==> src/rtl/core/clr_pkg.sv <==
// clr_pkg: shared widths, register and command codes, and the types passed
// between the front end, the command queue and the stepper of the line rasterizer
// no dependencies
package clr_pkg;

    // coordinate and arithmetic widths
    localparam int COORD_W = 16;
    localparam int DELTA_W = COORD_W + 1;
    localparam int ERR_W   = COORD_W + 2;
    localparam int CALC_W  = COORD_W + 3;

    // configuration widths
    localparam int CANVAS_W = 13;
    localparam int BPP_W    = 3;
    localparam int STRIDE_W = 16;
    localparam int COLOR_W  = 24;
    localparam int ADDR_W   = 28;

    localparam int CFG_IDX_W  = 3;
    localparam int CFG_DATA_W = 24;

    // address arithmetic widths
    localparam int PX_W  = COORD_W + BPP_W;
    localparam int PY_W  = COORD_W + STRIDE_W;
    localparam int SUM_W = ((PX_W > PY_W) ? ((PX_W > ADDR_W) ? PX_W : ADDR_W)
                                          : ((PY_W > ADDR_W) ? PY_W : ADDR_W)) + 1;
    localparam int CMP_W = (COORD_W > CANVAS_W) ? COORD_W : CANVAS_W;

    // command queue
    localparam int QUEUE_DEPTH = 2;
    localparam int QPTR_W      = (QUEUE_DEPTH > 1) ? $clog2(QUEUE_DEPTH) : 1;
    localparam int QCNT_W      = $clog2(QUEUE_DEPTH + 1);

    // register reset values
    localparam logic [CANVAS_W-1:0] CANVAS_RESET = CANVAS_W'(1024);
    localparam logic [BPP_W-1:0]    BPP_RESET    = BPP_W'(4);
    localparam logic [STRIDE_W-1:0] STRIDE_RESET = STRIDE_W'(4096);
    localparam logic [COLOR_W-1:0]  COLOR_RESET  = {COLOR_W{1'b1}};

    // command codes
    localparam logic FUNC_START = 1'b0;
    localparam logic FUNC_STEP  = 1'b1;

    // register indexes
    typedef enum logic [CFG_IDX_W-1:0] {
        REG_CANVAS_SIZE     = 3'd0,
        REG_BYTES_PER_PIXEL = 3'd1,
        REG_LINE_STRIDE     = 3'd2,
        REG_PIXEL_COLOR     = 3'd3
    } clr_reg_t;

    // configuration seen by the stepper
    typedef struct packed {
        logic [CANVAS_W-1:0] canvas_size;
        logic [BPP_W-1:0]    bytes_per_pixel;
        logic [STRIDE_W-1:0] line_stride;
        logic [COLOR_W-1:0]  pixel_color;
    } clr_cfg_t;

    // classified command, one queue entry
    typedef struct packed {
        logic                      is_start;
        logic signed [COORD_W-1:0] start_x;
        logic signed [COORD_W-1:0] start_y;
        logic signed [COORD_W-1:0] goal_x;
        logic signed [COORD_W-1:0] goal_y;
        logic [DELTA_W-1:0]        delta_x;
        logic [DELTA_W-1:0]        delta_y;
        logic                      x_neg;
        logic                      y_neg;
        logic signed [ERR_W-1:0]   error_init;
        logic                      at_goal;
    } clr_cmd_t;

endpackage

==> src/rtl/core/clr_front.sv <==
// clr_front: classifies an incoming item and works out the line setup
// (deltas, step directions, initial error term); depends on clr_pkg
module clr_front
    import clr_pkg::*;
(
    input  logic                      func,
    input  logic signed [COORD_W-1:0] start_x,
    input  logic signed [COORD_W-1:0] start_y,
    input  logic signed [COORD_W-1:0] end_x,
    input  logic signed [COORD_W-1:0] end_y,
    output clr_cmd_t                  cmd
);

    logic signed [DELTA_W-1:0] diff_x;
    logic signed [DELTA_W-1:0] diff_y;
    logic [DELTA_W-1:0]        abs_x;
    logic [DELTA_W-1:0]        abs_y;
    logic [DELTA_W-1:0]        half_x;
    logic [DELTA_W-1:0]        half_y;

    // signed differences one bit wider than the coordinates
    assign diff_x = {end_x[COORD_W-1], end_x} - {start_x[COORD_W-1], start_x};
    assign diff_y = {end_y[COORD_W-1], end_y} - {start_y[COORD_W-1], start_y};

    assign abs_x = diff_x[DELTA_W-1] ? DELTA_W'(-diff_x) : DELTA_W'(diff_x);
    assign abs_y = diff_y[DELTA_W-1] ? DELTA_W'(-diff_y) : DELTA_W'(diff_y);

    // halving truncates toward zero
    assign half_x = abs_x >> 1;
    assign half_y = abs_y >> 1;

    // setup fields
    always_comb
    begin
        cmd.is_start = (func == FUNC_START);
        cmd.start_x  = start_x;
        cmd.start_y  = start_y;
        cmd.goal_x   = end_x;
        cmd.goal_y   = end_y;
        cmd.delta_x  = abs_x;
        cmd.delta_y  = abs_y;
        cmd.x_neg    = diff_x[DELTA_W-1] || (diff_x == '0);
        cmd.y_neg    = diff_y[DELTA_W-1] || (diff_y == '0);
        if (abs_x > abs_y)
        begin
            cmd.error_init = $signed({1'b0, half_x});
        end
        else
        begin
            cmd.error_init = -$signed({1'b0, half_y});
        end
        cmd.at_goal = (start_x == end_x) && (start_y == end_y);
    end

endmodule

==> src/rtl/core/clr_queue.sv <==
// clr_queue: short command queue between the front end and the stepper
// depends on clr_pkg
module clr_queue
    import clr_pkg::*;
(
    input  logic     clk,
    input  logic     rst_n,
    input  logic     push,
    input  clr_cmd_t push_cmd,
    output logic     full,
    input  logic     pop,
    output logic     head_valid,
    output clr_cmd_t head_cmd
);

    clr_cmd_t            entries_reg [QUEUE_DEPTH];
    logic [QPTR_W-1:0]   wr_ptr_reg;
    logic [QPTR_W-1:0]   wr_ptr_next;
    logic [QPTR_W-1:0]   rd_ptr_reg;
    logic [QPTR_W-1:0]   rd_ptr_next;
    logic [QCNT_W-1:0]   count_reg;
    logic [QCNT_W-1:0]   count_next;
    logic                do_push;
    logic                do_pop;

    assign full       = (count_reg == QCNT_W'(QUEUE_DEPTH));
    assign head_valid = (count_reg != '0);
    assign head_cmd   = entries_reg[rd_ptr_reg];
    assign do_push    = push && !full;
    assign do_pop     = pop && head_valid;

    // pointer and fill count updates
    always_comb
    begin
        wr_ptr_next = wr_ptr_reg;
        rd_ptr_next = rd_ptr_reg;
        count_next  = count_reg;
        if (do_push)
        begin
            wr_ptr_next = (wr_ptr_reg == QPTR_W'(QUEUE_DEPTH - 1)) ? '0 : wr_ptr_reg + 1'b1;
        end
        if (do_pop)
        begin
            rd_ptr_next = (rd_ptr_reg == QPTR_W'(QUEUE_DEPTH - 1)) ? '0 : rd_ptr_reg + 1'b1;
        end
        if (do_push && !do_pop)
        begin
            count_next = count_reg + 1'b1;
        end
        else if (do_pop && !do_push)
        begin
            count_next = count_reg - 1'b1;
        end
    end

    // control state
    always_ff @(posedge clk or negedge rst_n)
    begin
        if (!rst_n)
        begin
            wr_ptr_reg <= '0;
            rd_ptr_reg <= '0;
            count_reg  <= '0;
        end
        else
        begin
            wr_ptr_reg <= wr_ptr_next;
            rd_ptr_reg <= rd_ptr_next;
            count_reg  <= count_next;
        end
    end

    // entry storage
    always_ff @(posedge clk)
    begin
        if (do_push)
        begin
            entries_reg[wr_ptr_reg] <= push_cmd;
        end
    end

endmodule

==> src/rtl/core/clr_back.sv <==
// clr_back: line stepper holding the line state, then clip test, address
// products and address sum in a three-stage pipeline; depends on clr_pkg
module clr_back
    import clr_pkg::*;
(
    input  logic                      clk,
    input  logic                      rst_n,
    input  clr_cfg_t                  cfg,
    input  logic                      cmd_valid,
    input  clr_cmd_t                  cmd,
    output logic                      cmd_pop,
    output logic                      out_valid,
    input  logic                      out_stall,
    output logic signed [COORD_W-1:0] point_x,
    output logic signed [COORD_W-1:0] point_y,
    output logic [ADDR_W-1:0]         byte_address,
    output logic                      write_enable,
    output logic [COLOR_W-1:0]        color_out,
    output logic                      last
);

    // line state
    logic signed [COORD_W-1:0] cur_x_reg, cur_x_next;
    logic signed [COORD_W-1:0] cur_y_reg, cur_y_next;
    logic signed [COORD_W-1:0] goal_x_reg, goal_x_next;
    logic signed [COORD_W-1:0] goal_y_reg, goal_y_next;
    logic [DELTA_W-1:0]        delta_x_reg, delta_x_next;
    logic [DELTA_W-1:0]        delta_y_reg, delta_y_next;
    logic                      x_neg_reg, x_neg_next;
    logic                      y_neg_reg, y_neg_next;
    logic signed [ERR_W-1:0]   error_reg, error_next;
    logic                      finished_reg, finished_next;

    // stage 1: point
    logic                      s1_valid_reg;
    logic signed [COORD_W-1:0] s1_x_reg, s1_x_next;
    logic signed [COORD_W-1:0] s1_y_reg, s1_y_next;
    logic                      s1_draw_reg, s1_draw_next;
    logic                      s1_last_reg, s1_last_next;

    // stage 2: clip and products
    logic                      s2_valid_reg;
    logic signed [COORD_W-1:0] s2_x_reg;
    logic signed [COORD_W-1:0] s2_y_reg;
    logic                      s2_inside_reg, s2_inside_next;
    logic                      s2_last_reg;
    logic [PX_W-1:0]           s2_prod_x_reg, s2_prod_x_next;
    logic [PY_W-1:0]           s2_prod_y_reg, s2_prod_y_next;

    // output stage
    logic                      out_valid_reg;
    logic signed [COORD_W-1:0] out_x_reg;
    logic signed [COORD_W-1:0] out_y_reg;
    logic [ADDR_W-1:0]         out_addr_reg, out_addr_next;
    logic                      out_we_reg;
    logic [COLOR_W-1:0]        out_color_reg;
    logic                      out_last_reg;

    logic                      out_ready;
    logic                      s2_ready;
    logic                      s1_ready;

    logic signed [CALC_W-1:0]  e_ext;
    logic signed [CALC_W-1:0]  dx_ext;
    logic signed [CALC_W-1:0]  dy_ext;
    logic signed [CALC_W-1:0]  sum_x;
    logic signed [CALC_W-1:0]  diff_y;
    logic signed [CALC_W-1:0]  err_calc;
    logic                      move_x;
    logic                      move_y;
    logic signed [COORD_W-1:0] step_x;
    logic signed [COORD_W-1:0] step_y;
    logic [SUM_W-1:0]          addr_sum;

    // ready chain, each stage fills its bubble
    assign out_ready = !out_valid_reg || !out_stall;
    assign s2_ready  = !s2_valid_reg || out_ready;
    assign s1_ready  = !s1_valid_reg || s2_ready;
    assign cmd_pop   = cmd_valid && s1_ready;

    // error term decisions
    assign e_ext  = CALC_W'(error_reg);
    assign dx_ext = $signed(CALC_W'(delta_x_reg));
    assign dy_ext = $signed(CALC_W'(delta_y_reg));
    assign sum_x  = e_ext + dx_ext;
    assign diff_y = e_ext - dy_ext;
    assign move_x = !sum_x[CALC_W-1] && (sum_x != '0);
    assign move_y = diff_y[CALC_W-1];

    always_comb
    begin
        err_calc = e_ext;
        if (move_x)
        begin
            err_calc = err_calc - dy_ext;
        end
        if (move_y)
        begin
            err_calc = err_calc + dx_ext;
        end
    end

    assign step_x = !move_x ? cur_x_reg : (x_neg_reg ? cur_x_reg - 1'b1 : cur_x_reg + 1'b1);
    assign step_y = !move_y ? cur_y_reg : (y_neg_reg ? cur_y_reg - 1'b1 : cur_y_reg + 1'b1);

    // next line state and stage 1 point
    always_comb
    begin
        cur_x_next    = cur_x_reg;
        cur_y_next    = cur_y_reg;
        goal_x_next   = goal_x_reg;
        goal_y_next   = goal_y_reg;
        delta_x_next  = delta_x_reg;
        delta_y_next  = delta_y_reg;
        x_neg_next    = x_neg_reg;
        y_neg_next    = y_neg_reg;
        error_next    = error_reg;
        finished_next = finished_reg;
        s1_x_next     = cur_x_reg;
        s1_y_next     = cur_y_reg;
        s1_draw_next  = 1'b0;
        s1_last_next  = 1'b1;
        if (cmd.is_start)
        begin
            cur_x_next    = cmd.start_x;
            cur_y_next    = cmd.start_y;
            goal_x_next   = cmd.goal_x;
            goal_y_next   = cmd.goal_y;
            delta_x_next  = cmd.delta_x;
            delta_y_next  = cmd.delta_y;
            x_neg_next    = cmd.x_neg;
            y_neg_next    = cmd.y_neg;
            error_next    = cmd.error_init;
            finished_next = cmd.at_goal;
            s1_x_next     = cmd.start_x;
            s1_y_next     = cmd.start_y;
            s1_draw_next  = 1'b1;
            s1_last_next  = cmd.at_goal;
        end
        else if (!finished_reg)
        begin
            cur_x_next    = step_x;
            cur_y_next    = step_y;
            error_next    = ERR_W'(err_calc);
            finished_next = (step_x == goal_x_reg) && (step_y == goal_y_reg);
            s1_x_next     = step_x;
            s1_y_next     = step_y;
            s1_draw_next  = 1'b1;
            s1_last_next  = (step_x == goal_x_reg) && (step_y == goal_y_reg);
        end
    end

    // clip test and address products
    assign s2_inside_next = s1_draw_reg && !s1_x_reg[COORD_W-1] && !s1_y_reg[COORD_W-1]
                          && (CMP_W'($unsigned(s1_x_reg)) < CMP_W'(cfg.canvas_size))
                          && (CMP_W'($unsigned(s1_y_reg)) < CMP_W'(cfg.canvas_size));
    assign s2_prod_x_next = PX_W'($unsigned(s1_x_reg)) * PX_W'(cfg.bytes_per_pixel);
    assign s2_prod_y_next = PY_W'($unsigned(s1_y_reg)) * PY_W'(cfg.line_stride);

    // address sum, zero outside the canvas
    assign addr_sum      = SUM_W'(s2_prod_x_reg) + SUM_W'(s2_prod_y_reg);
    assign out_addr_next = s2_inside_reg ? addr_sum[ADDR_W-1:0] : '0;

    // line state registers
    always_ff @(posedge clk or negedge rst_n)
    begin
        if (!rst_n)
        begin
            cur_x_reg    <= '0;
            cur_y_reg    <= '0;
            goal_x_reg   <= '0;
            goal_y_reg   <= '0;
            delta_x_reg  <= '0;
            delta_y_reg  <= '0;
            x_neg_reg    <= 1'b0;
            y_neg_reg    <= 1'b0;
            error_reg    <= '0;
            finished_reg <= 1'b1;
        end
        else if (cmd_pop)
        begin
            cur_x_reg    <= cur_x_next;
            cur_y_reg    <= cur_y_next;
            goal_x_reg   <= goal_x_next;
            goal_y_reg   <= goal_y_next;
            delta_x_reg  <= delta_x_next;
            delta_y_reg  <= delta_y_next;
            x_neg_reg    <= x_neg_next;
            y_neg_reg    <= y_neg_next;
            error_reg    <= error_next;
            finished_reg <= finished_next;
        end
    end

    // pipeline valid bits
    always_ff @(posedge clk or negedge rst_n)
    begin
        if (!rst_n)
        begin
            s1_valid_reg  <= 1'b0;
            s2_valid_reg  <= 1'b0;
            out_valid_reg <= 1'b0;
        end
        else
        begin
            if (s1_ready)
            begin
                s1_valid_reg <= cmd_valid;
            end
            if (s2_ready)
            begin
                s2_valid_reg <= s1_valid_reg;
            end
            if (out_ready)
            begin
                out_valid_reg <= s2_valid_reg;
            end
        end
    end

    // pipeline payload
    always_ff @(posedge clk)
    begin
        if (cmd_pop)
        begin
            s1_x_reg    <= s1_x_next;
            s1_y_reg    <= s1_y_next;
            s1_draw_reg <= s1_draw_next;
            s1_last_reg <= s1_last_next;
        end
        if (s2_ready && s1_valid_reg)
        begin
            s2_x_reg      <= s1_x_reg;
            s2_y_reg      <= s1_y_reg;
            s2_inside_reg <= s2_inside_next;
            s2_last_reg   <= s1_last_reg;
            s2_prod_x_reg <= s2_prod_x_next;
            s2_prod_y_reg <= s2_prod_y_next;
        end
        if (out_ready && s2_valid_reg)
        begin
            out_x_reg     <= s2_x_reg;
            out_y_reg     <= s2_y_reg;
            out_addr_reg  <= out_addr_next;
            out_we_reg    <= s2_inside_reg;
            out_color_reg <= cfg.pixel_color;
            out_last_reg  <= s2_last_reg;
        end
    end

    assign out_valid    = out_valid_reg;
    assign point_x      = out_x_reg;
    assign point_y      = out_y_reg;
    assign byte_address = out_addr_reg;
    assign write_enable = out_we_reg;
    assign color_out    = out_color_reg;
    assign last         = out_last_reg;

    // a repeated endpoint is never drawn and always flagged last
    assert property (@(posedge clk) disable iff (!rst_n)
        (s1_valid_reg && !s1_draw_reg) |-> s1_last_reg)
        else $error("undrawn point without last flag");

    // an enabled write lies inside the canvas
    assert property (@(posedge clk) disable iff (!rst_n)
        (out_valid_reg && out_we_reg) |->
            (!out_x_reg[COORD_W-1] && !out_y_reg[COORD_W-1]
             && (CMP_W'($unsigned(out_x_reg)) < CMP_W'(cfg.canvas_size))
             && (CMP_W'($unsigned(out_y_reg)) < CMP_W'(cfg.canvas_size))))
        else $error("write enabled outside canvas");

    // clipped points carry a zero address
    assert property (@(posedge clk) disable iff (!rst_n)
        (out_valid_reg && !out_we_reg) |-> (out_addr_reg == '0))
        else $error("nonzero address on clipped point");

    // once a line reaches its end the stepper holds its position
    assert property (@(posedge clk) disable iff (!rst_n)
        (cmd_pop && finished_reg && !cmd.is_start) |=>
            ($stable(cur_x_reg) && $stable(cur_y_reg) && finished_reg))
        else $error("stepper moved after line end");

endmodule

==> src/rtl/core/clipped_line_rasterizer.sv <==
// clipped_line_rasterizer: top level with configuration registers, front end,
// command queue and stepper; depends on clr_pkg, clr_front, clr_queue, clr_back
// an accepted item is registered in the queue, then in stage 1, stage 2 and the output register
// throughput: one item per cycle while out_stall does not hold the pipeline
// a two-entry command queue takes items while results wait on the output side
// reset: asynchronous, active low; registers return to canvas 1024, 4 bytes per pixel,
// stride 4096, white; no line is active, so a step repeats point (0, 0) undrawn
module clipped_line_rasterizer
    import clr_pkg::*;
(
    input  logic                      clk,
    input  logic                      rst_n,
    input  logic                      cfg_we,
    input  logic [CFG_IDX_W-1:0]      cfg_index,
    input  logic [CFG_DATA_W-1:0]     cfg_data,
    input  logic                      in_valid,
    output logic                      in_stall,
    input  logic                      func,
    input  logic signed [COORD_W-1:0] start_x,
    input  logic signed [COORD_W-1:0] start_y,
    input  logic signed [COORD_W-1:0] end_x,
    input  logic signed [COORD_W-1:0] end_y,
    output logic                      out_valid,
    input  logic                      out_stall,
    output logic signed [COORD_W-1:0] point_x,
    output logic signed [COORD_W-1:0] point_y,
    output logic [ADDR_W-1:0]         byte_address,
    output logic                      write_enable,
    output logic [COLOR_W-1:0]        color_out,
    output logic                      last
);

    logic [CANVAS_W-1:0] canvas_size_reg;
    logic [BPP_W-1:0]    bytes_per_pixel_reg;
    logic [STRIDE_W-1:0] line_stride_reg;
    logic [COLOR_W-1:0]  pixel_color_reg;
    clr_cfg_t            cfg;
    clr_cmd_t            front_cmd;
    clr_cmd_t            head_cmd;
    logic                queue_full;
    logic                head_valid;
    logic                cmd_pop;

    // configuration registers
    always_ff @(posedge clk or negedge rst_n)
    begin
        if (!rst_n)
        begin
            canvas_size_reg     <= CANVAS_RESET;
            bytes_per_pixel_reg <= BPP_RESET;
            line_stride_reg     <= STRIDE_RESET;
            pixel_color_reg     <= COLOR_RESET;
        end
        else if (cfg_we)
        begin
            unique case (cfg_index)
                REG_CANVAS_SIZE:     canvas_size_reg     <= cfg_data[CANVAS_W-1:0];
                REG_BYTES_PER_PIXEL: bytes_per_pixel_reg <= cfg_data[BPP_W-1:0];
                REG_LINE_STRIDE:     line_stride_reg     <= cfg_data[STRIDE_W-1:0];
                REG_PIXEL_COLOR:     pixel_color_reg     <= cfg_data[COLOR_W-1:0];
                default:             ;
            endcase
        end
    end

    assign cfg.canvas_size     = canvas_size_reg;
    assign cfg.bytes_per_pixel = bytes_per_pixel_reg;
    assign cfg.line_stride     = line_stride_reg;
    assign cfg.pixel_color     = pixel_color_reg;

    assign in_stall = queue_full;

    // line setup
    clr_front u_front (
        .func    (func),
        .start_x (start_x),
        .start_y (start_y),
        .end_x   (end_x),
        .end_y   (end_y),
        .cmd     (front_cmd)
    );

    // command queue
    clr_queue u_queue (
        .clk        (clk),
        .rst_n      (rst_n),
        .push       (in_valid),
        .push_cmd   (front_cmd),
        .full       (queue_full),
        .pop        (cmd_pop),
        .head_valid (head_valid),
        .head_cmd   (head_cmd)
    );

    // stepper and address pipeline
    clr_back u_back (
        .clk          (clk),
        .rst_n        (rst_n),
        .cfg          (cfg),
        .cmd_valid    (head_valid),
        .cmd          (head_cmd),
        .cmd_pop      (cmd_pop),
        .out_valid    (out_valid),
        .out_stall    (out_stall),
        .point_x      (point_x),
        .point_y      (point_y),
        .byte_address (byte_address),
        .write_enable (write_enable),
        .color_out    (color_out),
        .last         (last)
    );

endmodule

==> config.mk <==
export PLATFORM = sky130hd
export DESIGN_NAME = clipped_line_rasterizer
export DESIGN_NICKNAME = d
export VERILOG_FILES = /design/src/rtl/core/clr_pkg.sv /design/src/rtl/core/clr_front.sv /design/src/rtl/core/clr_queue.sv /design/src/rtl/core/clr_back.sv /design/src/rtl/core/clipped_line_rasterizer.sv
export SDC_FILE = /design/constraint.sdc
export NUM_CORES = 2
export LEC_CHECK = 0
export BUFFER_PORTS_ARGS = -buffer_cell sky130_fd_sc_hd__buf_2
export CAP_MARGIN = 20
export CORE_MARGIN = 2
export CORE_UTILIZATION = 45
export DETAILED_ROUTE_END_ITERATION = 16
export PLACE_DENSITY = 0.58
export SYNTH_ARGS = -nofsm -noshare
export SYNTH_HDL_FRONTEND = slang
export SYNTH_SLANG_ARGS = --single-unit
==> constraint.sdc <==
create_clock -name clk -period 8.1 [get_ports clk]
set_input_delay 0.81 -clock clk [delete_from_list [all_inputs] [get_ports clk]]
set_output_delay 0.81 -clock clk [all_outputs]
set_load 0.01 [all_outputs]
# --- Word level (Yosys, flattened, before mapping) ---
# Memory sizes are Yosys's and may differ from the RTL's.
# Cells that the tools add are included.
totals:
  ff_bits: 383
  ramBits: 240
  inputBits: 97
  out_inout_bits: 88
  wordCells: 134
  n_memories: 1
mem_list:
  columns: ["memory", "words", "width", "rd", "rd_ports_with_merged_regs", "wr", "line", "rtl"]
  rows:
  - ["u_queue.entries_reg", 2, 120, 1, 0, 1, "clr_queue.sv:16", "clr_cmd_t entries_reg [QUEUE_DEPTH];"]
classes:
  add_sub_neg: 17
  mul: 2
  order_cmp: 3
  n_eq_ne: 9
  mux: 24
  n_bitwise: 1
  reduce_logical: 41
ops:
  columns: ["op", "count"]
  rows:
  - ["16-bit 2-to-1 mux", 8]
  - ["18-bit 2-to-1 mux", 5]
  - ["16-bit == test", 4]
  - ["17-bit zero test", 2]
  - ["17-bit 2-to-1 mux", 2]
  - ["17-bit negator", 2]
  - ["16-bit by 16-bit subtractor with 17-bit output", 2]
  - ["16-bit by 1-bit adder with 16-bit output (second input constant)", 2]
  - ["16-bit by 13-bit < comparator with 1-bit output", 2]
  - ["16-bit by 1-bit subtractor with 16-bit output (second input constant)", 2]
  - ["19-bit by 28-bit adder with 28-bit output", 1]
  - ["16-bit by 16-bit multiplier with 28-bit output", 1]
  - ["18-bit by 18-bit adder with 19-bit output", 1]
  - ["16-bit by 3-bit multiplier with 19-bit output", 1]
  - ["19-bit nonzero test", 1]
  - ["18-bit by 18-bit subtractor with 19-bit output", 1]
  - ["18-bit adder", 1]
  - ["16-bit negator with 18-bit output", 1]
  - ["17-bit > comparator", 1]
  - ["1-bit logical AND", 14]
  - ["2-bit AND reduction", 6]
  - ["1-bit zero test", 10]
  - ["1-bit 2-to-1 mux", 7]
  - ["3-bit by 2-bit == test with 1-bit output (second input constant)", 2]
  - ["other kinds (11)", 18]

# --- Depth between registers and ports, before layout ---
depth:
  word_depth: 9
  ltp_mapped: 29
  mapped_depth_nobuf: 27

# --- Modules after synthesis ---
# From an unflattened synthesis, not the netlist that was laid out.
unflattened:
  cells_unflattened: 4073
  hier_area_um2: 43215.2
modules_own_cells:
  columns: ["mod", "instances", "cells_per_inst", "area_per_inst_um2", "seq_area_each_um2"]
  rows:
  - ["clr_back", 1, 2952, 27873.0, 9090.0]
  - ["clr_queue", 1, 392, 8879.8, 7307.0]
  - ["clr_front", 1, 608, 4299.1, 0.0]
  - ["clipped_line_rasterizer", 1, 121, 2163.3, 1435.1]

# --- Worst setup path after synthesis ---
# No wires, ideal clock.
synth_timing:
  path_type: "input -> register"
  from: "in out_stall"
  to: "reg u_back.out_addr_reg[0] (netlist: u_back.byte_address[0]), enable pin"
  setup_time_ps: 662
  arrival_time_ps: 7023
  t_required_ps: 7438
  setup_slack_ps: 415
  stages: 1
  n_path_buf: 0
  path_cell_list: "a21boi_0"
synth_via:
  elab_chain_len: 3
synth_rtl:
  columns: ["item", "line", "rtl"]
  rows:
  - ["from (decl)", "clipped_line_rasterizer.sv:24", "input logic out_stall,"]
  - ["1-bit zero test", "clr_back.sv:76", "assign out_ready = !out_valid_reg || !out_stall;"]
  - ["1-bit logical OR", "clr_back.sv:76", null]
  - ["1-bit logical AND", "clr_back.sv:240", "if (out_ready && s2_valid_reg)"]
  - ["to (signal assigned)", "clr_back.sv:244", "out_addr_reg <= out_addr_next;"]
  - ["to (decl)", "clr_back.sv:54", "logic [ADDR_W-1:0] out_addr_reg, out_addr_next;"]
# Every way passes these cells.
# A chain may end at the register's enable or synchronous reset.

# --- Worst setup path in the final report ---
layout_timing:
  from: "reg u_back.error_reg[6]"
  to: "reg u_back.error_reg[16]"
layout_via:
  elab_chain_len: 8
layout_rtl:
  columns: ["item", "line", "rtl"]
  rows:
  - ["from (decl)", "clr_back.sv:31", "logic signed [ERR_W-1:0] error_reg, error_next;"]
  - ["from (signal assigned)", "clr_back.sv:190", "error_reg <= error_next;"]
  - ["18-bit by 18-bit adder with 19-bit output", "clr_back.sv:85", "assign sum_x = e_ext + dx_ext;"]
  - ["19-bit nonzero test / 1-bit zero test (equally long branches)", "clr_back.sv:87", "assign move_x = !sum_x[CALC_W-1] && (sum_x != '0);"]
  - ["1-bit logical AND", "clr_back.sv:87", null]
  - ["18-bit 2-to-1 mux", "clr_back.sv:93", "if (move_x)"]
  - ["18-bit adder", "clr_back.sv:99", "err_calc = err_calc + dx_ext;"]
  - ["18-bit 2-to-1 mux (*)", "clr_back.sv:97", "if (move_y)"]
  - ["18-bit 2-to-1 mux (*)", "clr_back.sv:140", "else if (!finished_reg)"]
  - ["18-bit 2-to-1 mux (*)", "clr_back.sv:123", "if (cmd.is_start)"]
# Mark *: on every way between the ends. The rest lies on a longest branch, timed or not. The select of a mux whose other input is x is not followed.

==> impl_metrics.tcl <==
set metrics [dict create \
    status "complete, no violations" \
    synthCells 3885 \
    rrSetupSlack_ns 1.17 \
    fin_worst_skew_ns 0.0210 \
    antenna_found_initial 3 \
    area_growth_pct 11.1 \
    drt-initial-drc-count 2151 \
    yosysSeqAreaShare_pct 42.7 \
    finalCriticalPeriod_ns 6.93 \
    grt_max_degree 87 \
    yosysMostFrequentCell "edfxtp_1" \
    dieArea_mm2 0.0953 \
    fin_setup_tns_ns 0 \
    path_max_fanout 12 \
    clock_sinks 623 \
    postLayoutCoreUtil_pct 50.6 \
    yosysTopAreaCell "edfxtp_1" \
    die_w_um 309 \
    arrival_ns 7.45 \
    place.gp.congestion 0.912 \
    async_reset_ff_share_pct 29.2 \
    slowest_delay_ns 0.79 \
    clock.fmax_mhz 144 \
    wirelength_mm 111 \
    finalMaxSlewViolations 0 \
    clk_latency_ns 0.64 \
    synth.area.mux_share_pct 4.90 \
    largest_reg_flops 240 \
    fin_crit_sh_pct 85.6 \
    portBuffers 184 \
    hold_viol_final 0 \
    viasPerCell 5.47 \
    worst_slew_pin_slew_ns 1.11 \
    max_slew_margin_pct 25.8 \
    nFillCells 8260 \
    num_rows 111 \
    grt_first_pass_wirelength_mm 172 \
    cts-root-buf "clkbuf_16" \
    htree_levels 3 \
    cts_made_buffers 72 \
    multi_input_area_mm2 0.0220 \
    postCtsSetupRepairBufs 0 \
    initial_core_util_pct 45.5 \
    ys_ff_latch 623 \
    cts.clk_slew.worst_paths_ns 0.06 \
    synth_compound_area_share_pct 12.4 \
    syn_area_mm2 0.0418 \
    synth_top_family_by_area "adder cells" \
    post-dp-hpwl_mm 84.2 \
    ys_warn_count 0 \
    cp.required_ns 8.62 \
    ys.flop_type "edfxtp_1" \
    grtUsageTotal_pct 23.6 \
    synth-xor-area-share_pct 4.36 \
    rsz0062_at_grt "false" \
    synth_area_leaders "edfxtp_1, fa_1, dfrtp_1" \
    avgSynthCellArea_um2 10.8 \
    drc 0 \
    worstReg2RegEnd "u_back.error_reg[16]$_DFFE_PN0P_" \
    syn-num-nets 4470 \
    drive_gt1_share_pct 11.6 \
    grt_pass1_vias 28600 \
    coreArea_mm2 0.0918 \
    synthAdderAreaFrac_pct 18.4 \
    setup_viol 0 \
    avgRoutedWirePerCell_um 20.9 \
    cp_common_cell "o21ai_0" \
    vias 29200 \
    place_area_mm2 0.0441 \
    drt-pass1-iter-count 5 \
    ios 185 \
    cts_resized 0 \
    timing.max_cap.violations 0 \
    synth_edf_count 441 \
    final_antenna_net_count 0 \
    fin_area_mm2 0.0464 \
    start_kind "flip-flop" \
    cts_tree "built" \
    worstSetupPathType "reg2reg" \
    seqCellArea_mm2 0.0178 \
    ctsHoldBuffers 0 \
    rr_startpoint "u_back.error_reg[6]$_DFFE_PN0P_" \
    synth_commonest_cells "edfxtp_1, inv_1, nand2_1" \
    clk_path_buf_depth 3 \
    critPathSlowestCell "nor4_4" \
    worstSetupEndpointType "flip-flop" \
    rr_worst_depth 25 \
    fin_nets 4623 \
    yosysTopAreaCellShare_pct 31.7 \
    synthSimpleGateAreaFrac_pct 12.2 \
    die_h_um 309 \
    worstHoldPathType "in2async" \
    gr-total-overflow 0 \
    synth_cell_type_count 93 \
]
how the worst max path moves through the flow:
stage | startpoint | endpoint | slack, ns | cells past startpoint
floorplan | out_stall | u_back.byte_address[0]$_SDFFCE_PN0P_ | 0.42 | 1
global placement | end_x[0] | u_queue.entries_reg[0][6]$_DFFE_PP_ | 1.22 | 26
detailed placement | u_back.error_reg[6]$_DFFE_PN0P_ | u_back.error_reg[16]$_DFFE_PN0P_ | 1.31 | 25
CTS | u_back.error_reg[6]$_DFFE_PN0P_ | u_back.error_reg[16]$_DFFE_PN0P_ | 1.24 | 25
global route | u_back.delta_x_reg[0]$_DFFE_PN0P_ | u_back.error_reg[16]$_DFFE_PN0P_ | 0.63 | 27
finish | u_back.error_reg[6]$_DFFE_PN0P_ | u_back.error_reg[16]$_DFFE_PN0P_ | 1.17 | 25
cell usage in the layout (no fill, tap or decap), types with 28 or more instances in the layout:
master / count
mux2i_1: 118
o22ai_1: 34
nor2_1: 213
ha_1: 276
xor2_1: 71
nor3_1: 47
dfstp_2: 28
buf_2: 183
dfrtp_1: 153
nand2b_1: 30
a21o_1: 84
and2_1: 165
inv_1: 405
buf_4: 34
nor2b_1: 54
nand2_1: 330
fa_1: 212
o21ai_0: 125
clkbuf_16: 75
edfxtp_1: 441
a211oi_1: 42
nand3_1: 59
mux2_2: 76
a21oi_1: 229
xnor2_1: 137
metrics by stage:
stage / hold slack [ns] / std cells / setup WS [ns]
global route: 0.258 / 5339 / 0.628
finish: 0.218 / 5340 / 1.17
CTS: 0.225 / 5339 / 1.24
floorplan: 0.400 / 3885 / 0.415
global placement: 0.402 / 5206 / 1.22
detailed placement: 0.405 / 5207 / 1.31
critical path, delay by kind of cell (launching register included):
kind | cells | cell delay [ns]
flip-flops | 1 | 0.44
AO/OA/AOI/OAI | 15 | 3.45
XOR/XNOR | 1 | 0.13
AND/OR/NAND/NOR | 5 | 1.72
adder cells (fa/ha/maj) | 3 | 1.00
buffers and inverters | 1 | 0.06
cell families after synthesis:
logic type | Yosys count
multiplexers | 195
AO/OA/AOI/OAI | 784
buffers and inverters | 548
flip-flops | 623
XOR/XNOR | 208
adder cells (fa/ha/maj) | 488
AND/OR/NAND/NOR | 1039
per-layer routing:
layer  GRT usage, %  routed length [um]  vias to the layer above
met1           32.6               50600                    14400
met5              0                   0                        -
li1               -                   -                    14000
met4           7.71                3060                        0
met2           38.6               52300                      711
met3           2.95                5370                      133
layout make-up:
type	count	area share, %
inverters	408	3.30
diodes	1	0.00539
clock buffers	105	4.46
multi-input cells	2714	47.3
well taps	1243	3.35
flip-flops and latches	623	38.4
clock inverters	27	0.577
repair buffers	219	2.58
Power is left out: the tool's default activity adds up to more than one toggle a clock period on the data nets, which glitch-free logic cannot reach.
